## src/rtl/core/tgad_pkg.sv

```systemverilog
// Shared types and constants for the TGA true-color stream decoder.
// Used by the decoder top level and its port checker; depends on nothing else.

package tgad_pkg;

    // Default largest accepted image side in pixels.
    localparam int MAX_DIM_DEFAULT = 8192;

    // Depth of the result queue and its pointer and count widths.
    localparam int RQ_DEPTH = 4;
    localparam int RQ_PTR_W = $clog2(RQ_DEPTH);
    localparam int RQ_CNT_W = $clog2(RQ_DEPTH + 1);

    // Width of the size fields in an info result.
    localparam int SIZE_W = 14;

    // Header byte positions that carry meaning.
    localparam logic [4:0] HDR_ID_LEN     = 5'd0;
    localparam logic [4:0] HDR_CMAP_TYPE  = 5'd1;
    localparam logic [4:0] HDR_IMAGE_TYPE = 5'd2;
    localparam logic [4:0] HDR_WIDTH_LO   = 5'd12;
    localparam logic [4:0] HDR_WIDTH_HI   = 5'd13;
    localparam logic [4:0] HDR_HEIGHT_LO  = 5'd14;
    localparam logic [4:0] HDR_HEIGHT_HI  = 5'd15;
    localparam logic [4:0] HDR_DEPTH      = 5'd16;
    localparam logic [4:0] HDR_DESCRIPTOR = 5'd17;

    // Accepted header codes.
    localparam logic [7:0] TYPE_RAW  = 8'd2;
    localparam logic [7:0] TYPE_RLE  = 8'd10;
    localparam logic [7:0] DEPTH_24  = 8'd24;
    localparam logic [7:0] DEPTH_32  = 8'd32;
    localparam int         DESC_TOP_BIT = 5;
    localparam int         PKT_RUN_BIT  = 7;
    localparam logic [7:0] OPAQUE_ALPHA = 8'd255;

    // Result kinds.
    typedef enum logic [1:0] {
        KIND_PIXEL = 2'd0,
        KIND_INFO  = 2'd1,
        KIND_ERROR = 2'd2
    } kind_t;

    // Decoder phases.
    typedef enum logic [2:0] {
        PH_HEADER = 3'd0,
        PH_IDSKIP = 3'd1,
        PH_PKTHDR = 3'd2,
        PH_PIXEL  = 3'd3,
        PH_DONE   = 3'd4,
        PH_HALT   = 3'd5
    } phase_t;

    // Parse state, apart from the pixel count and the pixel byte buffer.
    typedef struct packed {
        phase_t      phase;
        logic [4:0]  hdr_idx;
        logic        hdr_bad;
        logic [7:0]  id_left;
        logic        is_rle;
        logic        four_byte;
        logic [15:0] img_w;
        logic [15:0] img_h;
        logic        top_first;
        logic [7:0]  pkt_left;
        logic        pkt_run;
        logic [1:0]  pix_idx;
    } ctl_t;

    localparam ctl_t CTL_RESET = '{
        phase:     PH_HEADER,
        hdr_idx:   5'd0,
        hdr_bad:   1'b0,
        id_left:   8'd0,
        is_rle:    1'b0,
        four_byte: 1'b0,
        img_w:     16'd0,
        img_h:     16'd0,
        top_first: 1'b0,
        pkt_left:  8'd0,
        pkt_run:   1'b0,
        pix_idx:   2'd0
    };

    // One result item.
    typedef struct packed {
        kind_t              kind;
        logic [7:0]         red;
        logic [7:0]         green;
        logic [7:0]         blue;
        logic [7:0]         alpha;
        logic [7:0]         repeat_res;
        logic [SIZE_W-1:0]  width;
        logic [SIZE_W-1:0]  height;
        logic               rows_from_top;
        logic               alpha_in_src;
        logic               last;
    } result_t;

    localparam result_t RES_ERROR = '{
        kind:          KIND_ERROR,
        red:           8'd0,
        green:         8'd0,
        blue:          8'd0,
        alpha:         8'd0,
        repeat_res:    8'd0,
        width:         '0,
        height:        '0,
        rows_from_top: 1'b0,
        alpha_in_src:  1'b0,
        last:          1'b0
    };

endpackage

```

## src/rtl/core/tga_truecolor_stream_decoder.sv

```systemverilog
// Top level of the TGA true-color stream decoder: input register, byte parser
// and result queue. Depends on tgad_pkg.

// The decoder takes one TGA file byte per transaction and accepts a new byte
// in every cycle while the result side keeps up. A byte is held in the
// input register, where the header, packet and pixel parsing for it is done in
// a single pass, and its results land in a four-entry result queue that the
// output side drains one transaction per cycle while out_stall is low. A byte
// gives at most two results (a pixel, info or header error result followed by
// an early-end error), so the input side stalls only while the queue holds more
// than two results. The pixel count of an image is formed with one 16 by 16 bit
// multiply when the header's last byte is parsed.

module tga_truecolor_stream_decoder
    import tgad_pkg::*;
#(
    parameter int MAX_DIM = MAX_DIM_DEFAULT
)(
    input  logic                clk,
    input  logic                rst_n,
    // Byte input channel.
    input  logic                in_valid,
    output logic                in_stall,
    input  logic [7:0]          data_byte,
    input  logic                first_byte,
    input  logic                final_byte,
    // Result output channel.
    output logic                out_valid,
    input  logic                out_stall,
    output logic [1:0]          kind,
    output logic [7:0]          red,
    output logic [7:0]          green,
    output logic [7:0]          blue,
    output logic [7:0]          alpha,
    output logic [7:0]          repeat_res,
    output logic [SIZE_W-1:0]   width,
    output logic [SIZE_W-1:0]   height,
    output logic                rows_from_top,
    output logic                alpha_in_src,
    output logic                last
);

    // Pixel count width: enough for MAX_DIM squared and for a packet length.
    localparam int DIM_W = $clog2(MAX_DIM + 1);
    localparam int PIX_W = (2 * DIM_W > 8) ? 2 * DIM_W : 8;
    localparam logic [15:0] MAX_DIM_V = 16'(MAX_DIM);

    // Input register.
    logic                in_valid_reg;
    logic                in_valid_next;
    logic [7:0]          data_reg;
    logic                first_reg;
    logic                final_reg;

    // Parse state.
    ctl_t                ctl_reg;
    ctl_t                ctl_next;
    logic [PIX_W-1:0]    pixels_left_reg;
    logic [PIX_W-1:0]    pixels_left_next;
    logic [7:0]          pix_buf_reg [3];

    // Result queue.
    result_t             rq_reg [RQ_DEPTH];
    logic [RQ_PTR_W-1:0] wr_ptr_reg;
    logic [RQ_PTR_W-1:0] wr_ptr_next;
    logic [RQ_PTR_W-1:0] wr_ptr_p1;
    logic [RQ_PTR_W-1:0] rd_ptr_reg;
    logic [RQ_PTR_W-1:0] rd_ptr_next;
    logic [RQ_CNT_W-1:0] count_reg;
    logic [RQ_CNT_W-1:0] count_next;

    // Parser outputs.
    ctl_t                cur;
    logic [PIX_W-1:0]    pl_cur;
    logic [PIX_W-1:0]    pl_after;
    logic [31:0]         area;
    logic                hdr_fail;
    logic [7:0]          rep;
    logic                buf_we;
    logic                res_v;
    logic                err_v;
    result_t             res;
    result_t             push_a;
    logic [1:0]          push_n;
    logic                advance;
    logic                go;
    logic                in_accept;
    logic                pop;
    result_t             head;

    // Handshake: the held byte moves on when the queue has room for two results.
    assign advance   = (count_reg <= RQ_CNT_W'(RQ_DEPTH - 2));
    assign go        = in_valid_reg && advance;
    assign in_stall  = in_valid_reg && !advance;
    assign in_accept = in_valid && !in_stall;
    assign out_valid = (count_reg != '0);
    assign pop       = out_valid && !out_stall;

    always_comb
    begin
        if (in_accept)
        begin
            in_valid_next = 1'b1;
        end
        else if (go)
        begin
            in_valid_next = 1'b0;
        end
        else
        begin
            in_valid_next = in_valid_reg;
        end
    end

    // Input register payload.
    always_ff @(posedge clk)
    begin
        if (in_accept)
        begin
            data_reg  <= data_byte;
            first_reg <= first_byte;
            final_reg <= final_byte;
        end
    end

    // Byte parser: one header, ID, packet or pixel byte per transaction.
    always_comb
    begin
        cur      = first_reg ? CTL_RESET : ctl_reg;
        pl_cur   = first_reg ? '0 : pixels_left_reg;
        ctl_next = cur;
        pixels_left_next = pl_cur;
        pl_after = pl_cur;
        area     = 32'(cur.img_w) * 32'(cur.img_h);
        hdr_fail = cur.hdr_bad || (cur.img_w == 16'd0) || (cur.img_h == 16'd0) ||
                   (cur.img_w > MAX_DIM_V) || (cur.img_h > MAX_DIM_V);
        rep      = 8'd1;
        buf_we   = 1'b0;
        res_v    = 1'b0;
        err_v    = 1'b0;
        res      = RES_ERROR;

        case (cur.phase)
            PH_HEADER:
            begin
                case (cur.hdr_idx)
                    HDR_ID_LEN:     ctl_next.id_left = data_reg;
                    HDR_CMAP_TYPE:  ctl_next.hdr_bad = cur.hdr_bad || (data_reg != 8'd0);
                    HDR_IMAGE_TYPE:
                    begin
                        if (data_reg == TYPE_RLE)
                        begin
                            ctl_next.is_rle = 1'b1;
                        end
                        else if (data_reg == TYPE_RAW)
                        begin
                            ctl_next.is_rle = 1'b0;
                        end
                        else
                        begin
                            ctl_next.hdr_bad = 1'b1;
                        end
                    end
                    HDR_WIDTH_LO:   ctl_next.img_w = {cur.img_w[15:8], data_reg};
                    HDR_WIDTH_HI:   ctl_next.img_w = {data_reg, cur.img_w[7:0]};
                    HDR_HEIGHT_LO:  ctl_next.img_h = {cur.img_h[15:8], data_reg};
                    HDR_HEIGHT_HI:  ctl_next.img_h = {data_reg, cur.img_h[7:0]};
                    HDR_DEPTH:
                    begin
                        if (data_reg == DEPTH_32)
                        begin
                            ctl_next.four_byte = 1'b1;
                        end
                        else if (data_reg == DEPTH_24)
                        begin
                            ctl_next.four_byte = 1'b0;
                        end
                        else
                        begin
                            ctl_next.hdr_bad = 1'b1;
                        end
                    end
                    default: ;
                endcase

                if (cur.hdr_idx != HDR_DESCRIPTOR)
                begin
                    ctl_next.hdr_idx = cur.hdr_idx + 5'd1;
                end
                else
                begin
                    ctl_next.top_first = data_reg[DESC_TOP_BIT];
                    res_v = 1'b1;
                    if (hdr_fail)
                    begin
                        ctl_next.phase = PH_HALT;
                    end
                    else
                    begin
                        res.kind          = KIND_INFO;
                        res.width         = cur.img_w[SIZE_W-1:0];
                        res.height        = cur.img_h[SIZE_W-1:0];
                        res.rows_from_top = data_reg[DESC_TOP_BIT];
                        res.alpha_in_src  = cur.four_byte;
                        pixels_left_next  = PIX_W'(area);
                        ctl_next.pkt_left = 8'd0;
                        ctl_next.pkt_run  = 1'b0;
                        ctl_next.pix_idx  = 2'd0;
                        if (cur.id_left != 8'd0)
                        begin
                            ctl_next.phase = PH_IDSKIP;
                        end
                        else
                        begin
                            ctl_next.phase = cur.is_rle ? PH_PKTHDR : PH_PIXEL;
                        end
                    end
                end
            end

            PH_IDSKIP:
            begin
                if (cur.id_left != 8'd0)
                begin
                    ctl_next.id_left = cur.id_left - 8'd1;
                end
                if (ctl_next.id_left == 8'd0)
                begin
                    ctl_next.phase = cur.is_rle ? PH_PKTHDR : PH_PIXEL;
                end
            end

            PH_PKTHDR:
            begin
                ctl_next.pkt_run  = data_reg[PKT_RUN_BIT];
                ctl_next.pkt_left = {1'b0, data_reg[PKT_RUN_BIT-1:0]} + 8'd1;
                ctl_next.pix_idx  = 2'd0;
                ctl_next.phase    = PH_PIXEL;
            end

            PH_PIXEL:
            begin
                if (cur.pix_idx < (cur.four_byte ? 2'd3 : 2'd2))
                begin
                    // Collect a color byte until the last byte of the pixel.
                    buf_we = 1'b1;
                    ctl_next.pix_idx = cur.pix_idx + 2'd1;
                end
                else
                begin
                    ctl_next.pix_idx = 2'd0;
                    if (cur.is_rle && cur.pkt_run)
                    begin
                        rep = (PIX_W'(cur.pkt_left) > pl_cur) ? 8'(pl_cur) : cur.pkt_left;
                        ctl_next.pkt_left = 8'd0;
                    end
                    else if (cur.is_rle && (cur.pkt_left != 8'd0))
                    begin
                        ctl_next.pkt_left = cur.pkt_left - 8'd1;
                    end
                    pl_after = pl_cur - PIX_W'(rep);
                    pixels_left_next = pl_after;

                    res_v             = 1'b1;
                    res.kind          = KIND_PIXEL;
                    res.blue          = pix_buf_reg[0];
                    res.green         = pix_buf_reg[1];
                    res.red           = cur.four_byte ? pix_buf_reg[2] : data_reg;
                    res.alpha         = cur.four_byte ? data_reg : OPAQUE_ALPHA;
                    res.repeat_res    = rep;
                    res.rows_from_top = cur.top_first;
                    res.alpha_in_src  = cur.four_byte;
                    res.last          = (pl_after == '0);

                    if (pl_after == '0)
                    begin
                        ctl_next.phase = PH_DONE;
                    end
                    else if (cur.is_rle && (cur.pkt_run || (ctl_next.pkt_left == 8'd0)))
                    begin
                        ctl_next.phase = PH_PKTHDR;
                    end
                    else
                    begin
                        ctl_next.phase = PH_PIXEL;
                    end
                end
            end

            default: ;
        endcase

        // A file that ends before its image is complete gives an error.
        if (final_reg && (ctl_next.phase != PH_DONE) && (ctl_next.phase != PH_HALT))
        begin
            err_v = 1'b1;
            ctl_next.phase = PH_HALT;
        end
    end

    // Results of the byte in order: the parsed result first, then the error.
    assign push_a = res_v ? res : RES_ERROR;
    assign push_n = go ? (2'(res_v) + 2'(err_v)) : 2'd0;

    // Control and parse state registers.
    always_ff @(posedge clk or negedge rst_n)
    begin
        if (!rst_n)
        begin
            in_valid_reg    <= 1'b0;
            ctl_reg         <= CTL_RESET;
            pixels_left_reg <= '0;
        end
        else
        begin
            in_valid_reg <= in_valid_next;
            if (go)
            begin
                ctl_reg         <= ctl_next;
                pixels_left_reg <= pixels_left_next;
            end
        end
    end

    // Pixel byte buffer.
    always_ff @(posedge clk)
    begin
        if (go && buf_we)
        begin
            pix_buf_reg[cur.pix_idx] <= data_reg;
        end
    end

    // Result queue pointers and fill count.
    assign wr_ptr_p1   = wr_ptr_reg + RQ_PTR_W'(1);
    assign wr_ptr_next = wr_ptr_reg + RQ_PTR_W'(push_n);
    assign rd_ptr_next = pop ? (rd_ptr_reg + RQ_PTR_W'(1)) : rd_ptr_reg;
    assign count_next  = count_reg + RQ_CNT_W'(push_n) - RQ_CNT_W'(pop);

    always_ff @(posedge clk or negedge rst_n)
    begin
        if (!rst_n)
        begin
            wr_ptr_reg <= '0;
            rd_ptr_reg <= '0;
            count_reg  <= '0;
        end
        else
        begin
            wr_ptr_reg <= wr_ptr_next;
            rd_ptr_reg <= rd_ptr_next;
            count_reg  <= count_next;
        end
    end

    // Result queue storage.
    always_ff @(posedge clk)
    begin
        if (push_n != 2'd0)
        begin
            rq_reg[wr_ptr_reg] <= push_a;
        end
        if (push_n == 2'd2)
        begin
            rq_reg[wr_ptr_p1] <= RES_ERROR;
        end
    end

    // Output fields come from the queue head.
    assign head          = rq_reg[rd_ptr_reg];
    assign kind          = head.kind;
    assign red           = head.red;
    assign green         = head.green;
    assign blue          = head.blue;
    assign alpha         = head.alpha;
    assign repeat_res    = head.repeat_res;
    assign width         = head.width;
    assign height        = head.height;
    assign rows_from_top = head.rows_from_top;
    assign alpha_in_src  = head.alpha_in_src;
    assign last          = head.last;

endmodule

```

## config.mk

```make
export PLATFORM = sky130hd
export DESIGN_NAME = tga_truecolor_stream_decoder
export DESIGN_NICKNAME = d
export VERILOG_FILES = /design/src/rtl/core/tgad_pkg.sv /design/src/rtl/core/tga_truecolor_stream_decoder.sv
export SDC_FILE = /design/constraint.sdc
export NUM_CORES = 2
export LEC_CHECK = 0
export ABC_CLOCK_PERIOD_IN_PS = 10100
export BUFFER_PORTS_ARGS = -buffer_cell sky130_fd_sc_hd__buf_2
export CAP_MARGIN = 20
export CORE_UTILIZATION = 62
export CTS_BUF_LIST = sky130_fd_sc_hd__clkbuf_4 sky130_fd_sc_hd__clkbuf_8
export CTS_CLUSTER_DIAMETER = 80
export DETAILED_ROUTE_END_ITERATION = 8
export GPL_ROUTABILITY_DRIVEN = 1
export GPL_TIMING_DRIVEN = 0
export PLACE_DENSITY = 0.83
export SLEW_MARGIN = 15
export SYNTH_ARGS = -nofsm -noshare
export SYNTH_HDL_FRONTEND = slang
export SYNTH_SLANG_ARGS = --single-unit
```

## constraint.sdc

```tcl
create_clock -name clk -period 10.1 [get_ports clk]
set_input_delay 0.505 -clock clk [delete_from_list [all_inputs] [get_ports clk]]
set_output_delay 0.505 -clock clk [all_outputs]
set_load 0.01 [all_outputs]
```

==> metrics.txt <==
CP Launch Type flip-flop; Core Region ~45000 µm²; Max transition margin 0.233; Wirelength per Cell 22.6 µm; Max VDD drop 0.123 mV; Sw Share 0.398; Logic pwr share 0.352; synth warn 0; number of flops mapped to enable cells by yosys 34; GRT Util Overall 0.402; initial antenna violation count 3; die span in x roughly 220 µm; router iterations before antenna repair 7; global-route wire length before repair between 100000 and 150000 µm; area leader, netlist dfxtp_1; Clock Sinks between 400 and 500; CTS Buf Count 71; period utilization 0.970; Worst-Skew Late Latency between 600 and 700 ps; most frequent cells in the layout 708 x nand2_1, 367 x a21oi_1, 292 x dfxtp_1, 255 x inv_1, 191 x fa_1; Worst-path clk slew about 60 ps; Slowest cell on crit path clkbuf_1; total grt overflow 0; R2R Setup Slk 310 ps; fmax 0.102 GHz; CTS tree built; DR vias about 26k; most common cell after layout, fill and taps aside nand2_1; Slew Viols, Final 0; Synth Area per Inst about 8.6 µm²; CTS HTree Levels 3; Iteration-0 DRC Markers between 3k and 4k; largest stage delay on the critical path approximately 630 ps; Clock Tree Root clkbuf_8; skew final 43.0 ps; dpl hpwl slightly below 70000 µm; antenna-violating nets left 0; sw power between 2 and 2.5 mW; row count ~80; RePlAce Congestion approximately 1.1; vias in the first global route 25.6k; io pins 89; Post-Synthesis Cells approximately 3.3k; clock network fraction of total power 0.296; final setup margin between 300 and 400 ps; CP arrival just over 10000 ps; number of port buffers 88; Max-Cap Viols 0; run status complete, no violations; RSZ-0062 raised after global routing false; CP endpoint kind flip-flop; die footprint 47100 µm²; Final Routed Wirelength between 90000 and 100000 µm; final hold vios 0; Lkg Pwr 13.0 nW; Cell variety after synth 86; sequential power share 0.352; sequential share of the synthesized area 0.326; worst slew pin tran ~1100 ps; largest net degree at the start of global routing 79; DRC Markers 0; max reg flops about 290; Layout area overhead 10.2%; critical path required time roughly 11000 ps; ys async rst share 0.233; Overall Power 5.52 mW; #FFs+latches synth around 430; post-layout minimum cycle time a little under 10000 ps; HP Class in -> reg; Post-layout nets between 3k and 4k; Starting Density 0.630; clk buf depth 3; Cell Area, Synth roughly 29000 µm²; Synth area leaders dfxtp_1 20%, fa_1 13%, nand2_1 9.3%, dfrtp_1 8.6%, a21oi_1 6.4%; worst slack, placed -583 ps; Int Pwr approximately 3.3 mW; Synth Net Count ~3.7k; worst-path fanout max 10; Vert. Die Dim 217 µm; CP bufs+invs 10; share of cells above drive strength 1 0.103; DR vias/cell roughly 6.4; Crit path max-delay family simple AND/OR/NAND/NOR gates; Finish-stage setup viols 0; PD cells approximately 170 nW/µm²; dominant synthesized flop cell dfxtp_1; top-area cell type share of the netlist area 0.204; WS Path Type reg -> reg; Top cell by count, worst path ha_1
## power by group through the flow
| stage | Sequential (mW) | Combinational (mW) | Clock (mW) |
|---|---|---|---|
| detailed placement | 1.97 | 1.83 | 0 |
| global placement | 1.97 | 1.82 | 0 |
| finish | 1.94 | 1.95 | 1.63 |
| floorplan | 1.93 | 1.27 | 0 |
| CTS | 1.94 | 1.85 | 1.63 |
| global route | 1.95 | 2.05 | 1.71 |
## cell type report
cell class | instances | area, µm²
diodes | 2 | 5.00
plain buffers | 225 | 941
clock buffers | 103 | 1290
clock inverters | 23 | 208
fillers | 3536 | 13900
inverters | 256 | 965
multi-input cells | 2433 | 17500
flip-flops and latches | 425 | 9340
well taps | 600 | 751
repair buffers | 102 | 592
## cell usage after synthesis (27+ instances only)
cell / instances
xnor2_1: 33
buf_1: 31
dfrtp_1: 99
nor3_1: 31
dfxtp_1: 292
fa_1: 191
mux4_2: 73
ha_1: 114
edfxtp_1: 34
xor2_1: 27
o21ai_0: 112
nand3_1: 109
inv_1: 255
clkbuf_1: 189
nor2_1: 182
nand2_1: 708
nor2b_1: 49
a21oi_1: 367
and2_1: 117
## per-layer routing
layer | wire [µm] | global-route usage
met5 | 13 | 0
met4 | 4340 | 0.181
met3 | 12600 | 0.104
met2 | 41600 | 0.609
met1 | 35800 | 0.544
## what timing repair did
| item | 4_1_cts | 5_1_grt |
|---|---|---|
| gates cloned | 0 | 1 |
| setup endpoints to repair | 294 | 294 |
| resized for setup | 5 | 40 |
| hold buffers | 8 | 0 |
| hold endpoints to repair | 28 | 0 |
| buffers inserted | 0 | 1 |
## final timing paths
path | start | endpoint | depth (start not counted)
setup / recovery | first_reg | count_reg[2] | 38
hold reg to reg | rq_reg[3][20] | rq_reg[3][20] | 2
min in group asynchronous | rst_n | wr_ptr_reg[0] | 2
hold / removal | data_byte[0] | data_reg[0] | 1
setup reg to reg | first_reg | count_reg[2] | 38
max in group asynchronous | rst_n | ctl_reg[13] | 3
## metrics by stage
step / hold WS [ps] / std cells / util / setup TNS, ps / cell area, µm²
2_1_floorplan: 209 / 3342 / - / 0 / 28700
3_3_place_gp: 436 / 4030 / 0.656 / -178310 / 29800
3_5_place_dp: 390 / 4035 / 0.658 / -139420 / 29900
4_1_cts: 0.848 / 4168 / 0.693 / 0 / 31500
5_1_grt: 4.78 / 4168 / 0.694 / 0 / 31600
6_report: 24.0 / 4169 / 0.694 / 0 / 31600
## cell families after synthesis
family,share of synthesized area
AO/OA/AOI/OAI,0.144
XOR/XNOR,0.0183
adder cells (fa/ha/maj),0.183
buffers and inverters,0.0658
flip-flops,0.326
multiplexers,0.0620
AND/OR/NAND/NOR,0.200
(Power assumes the default switching activity.)
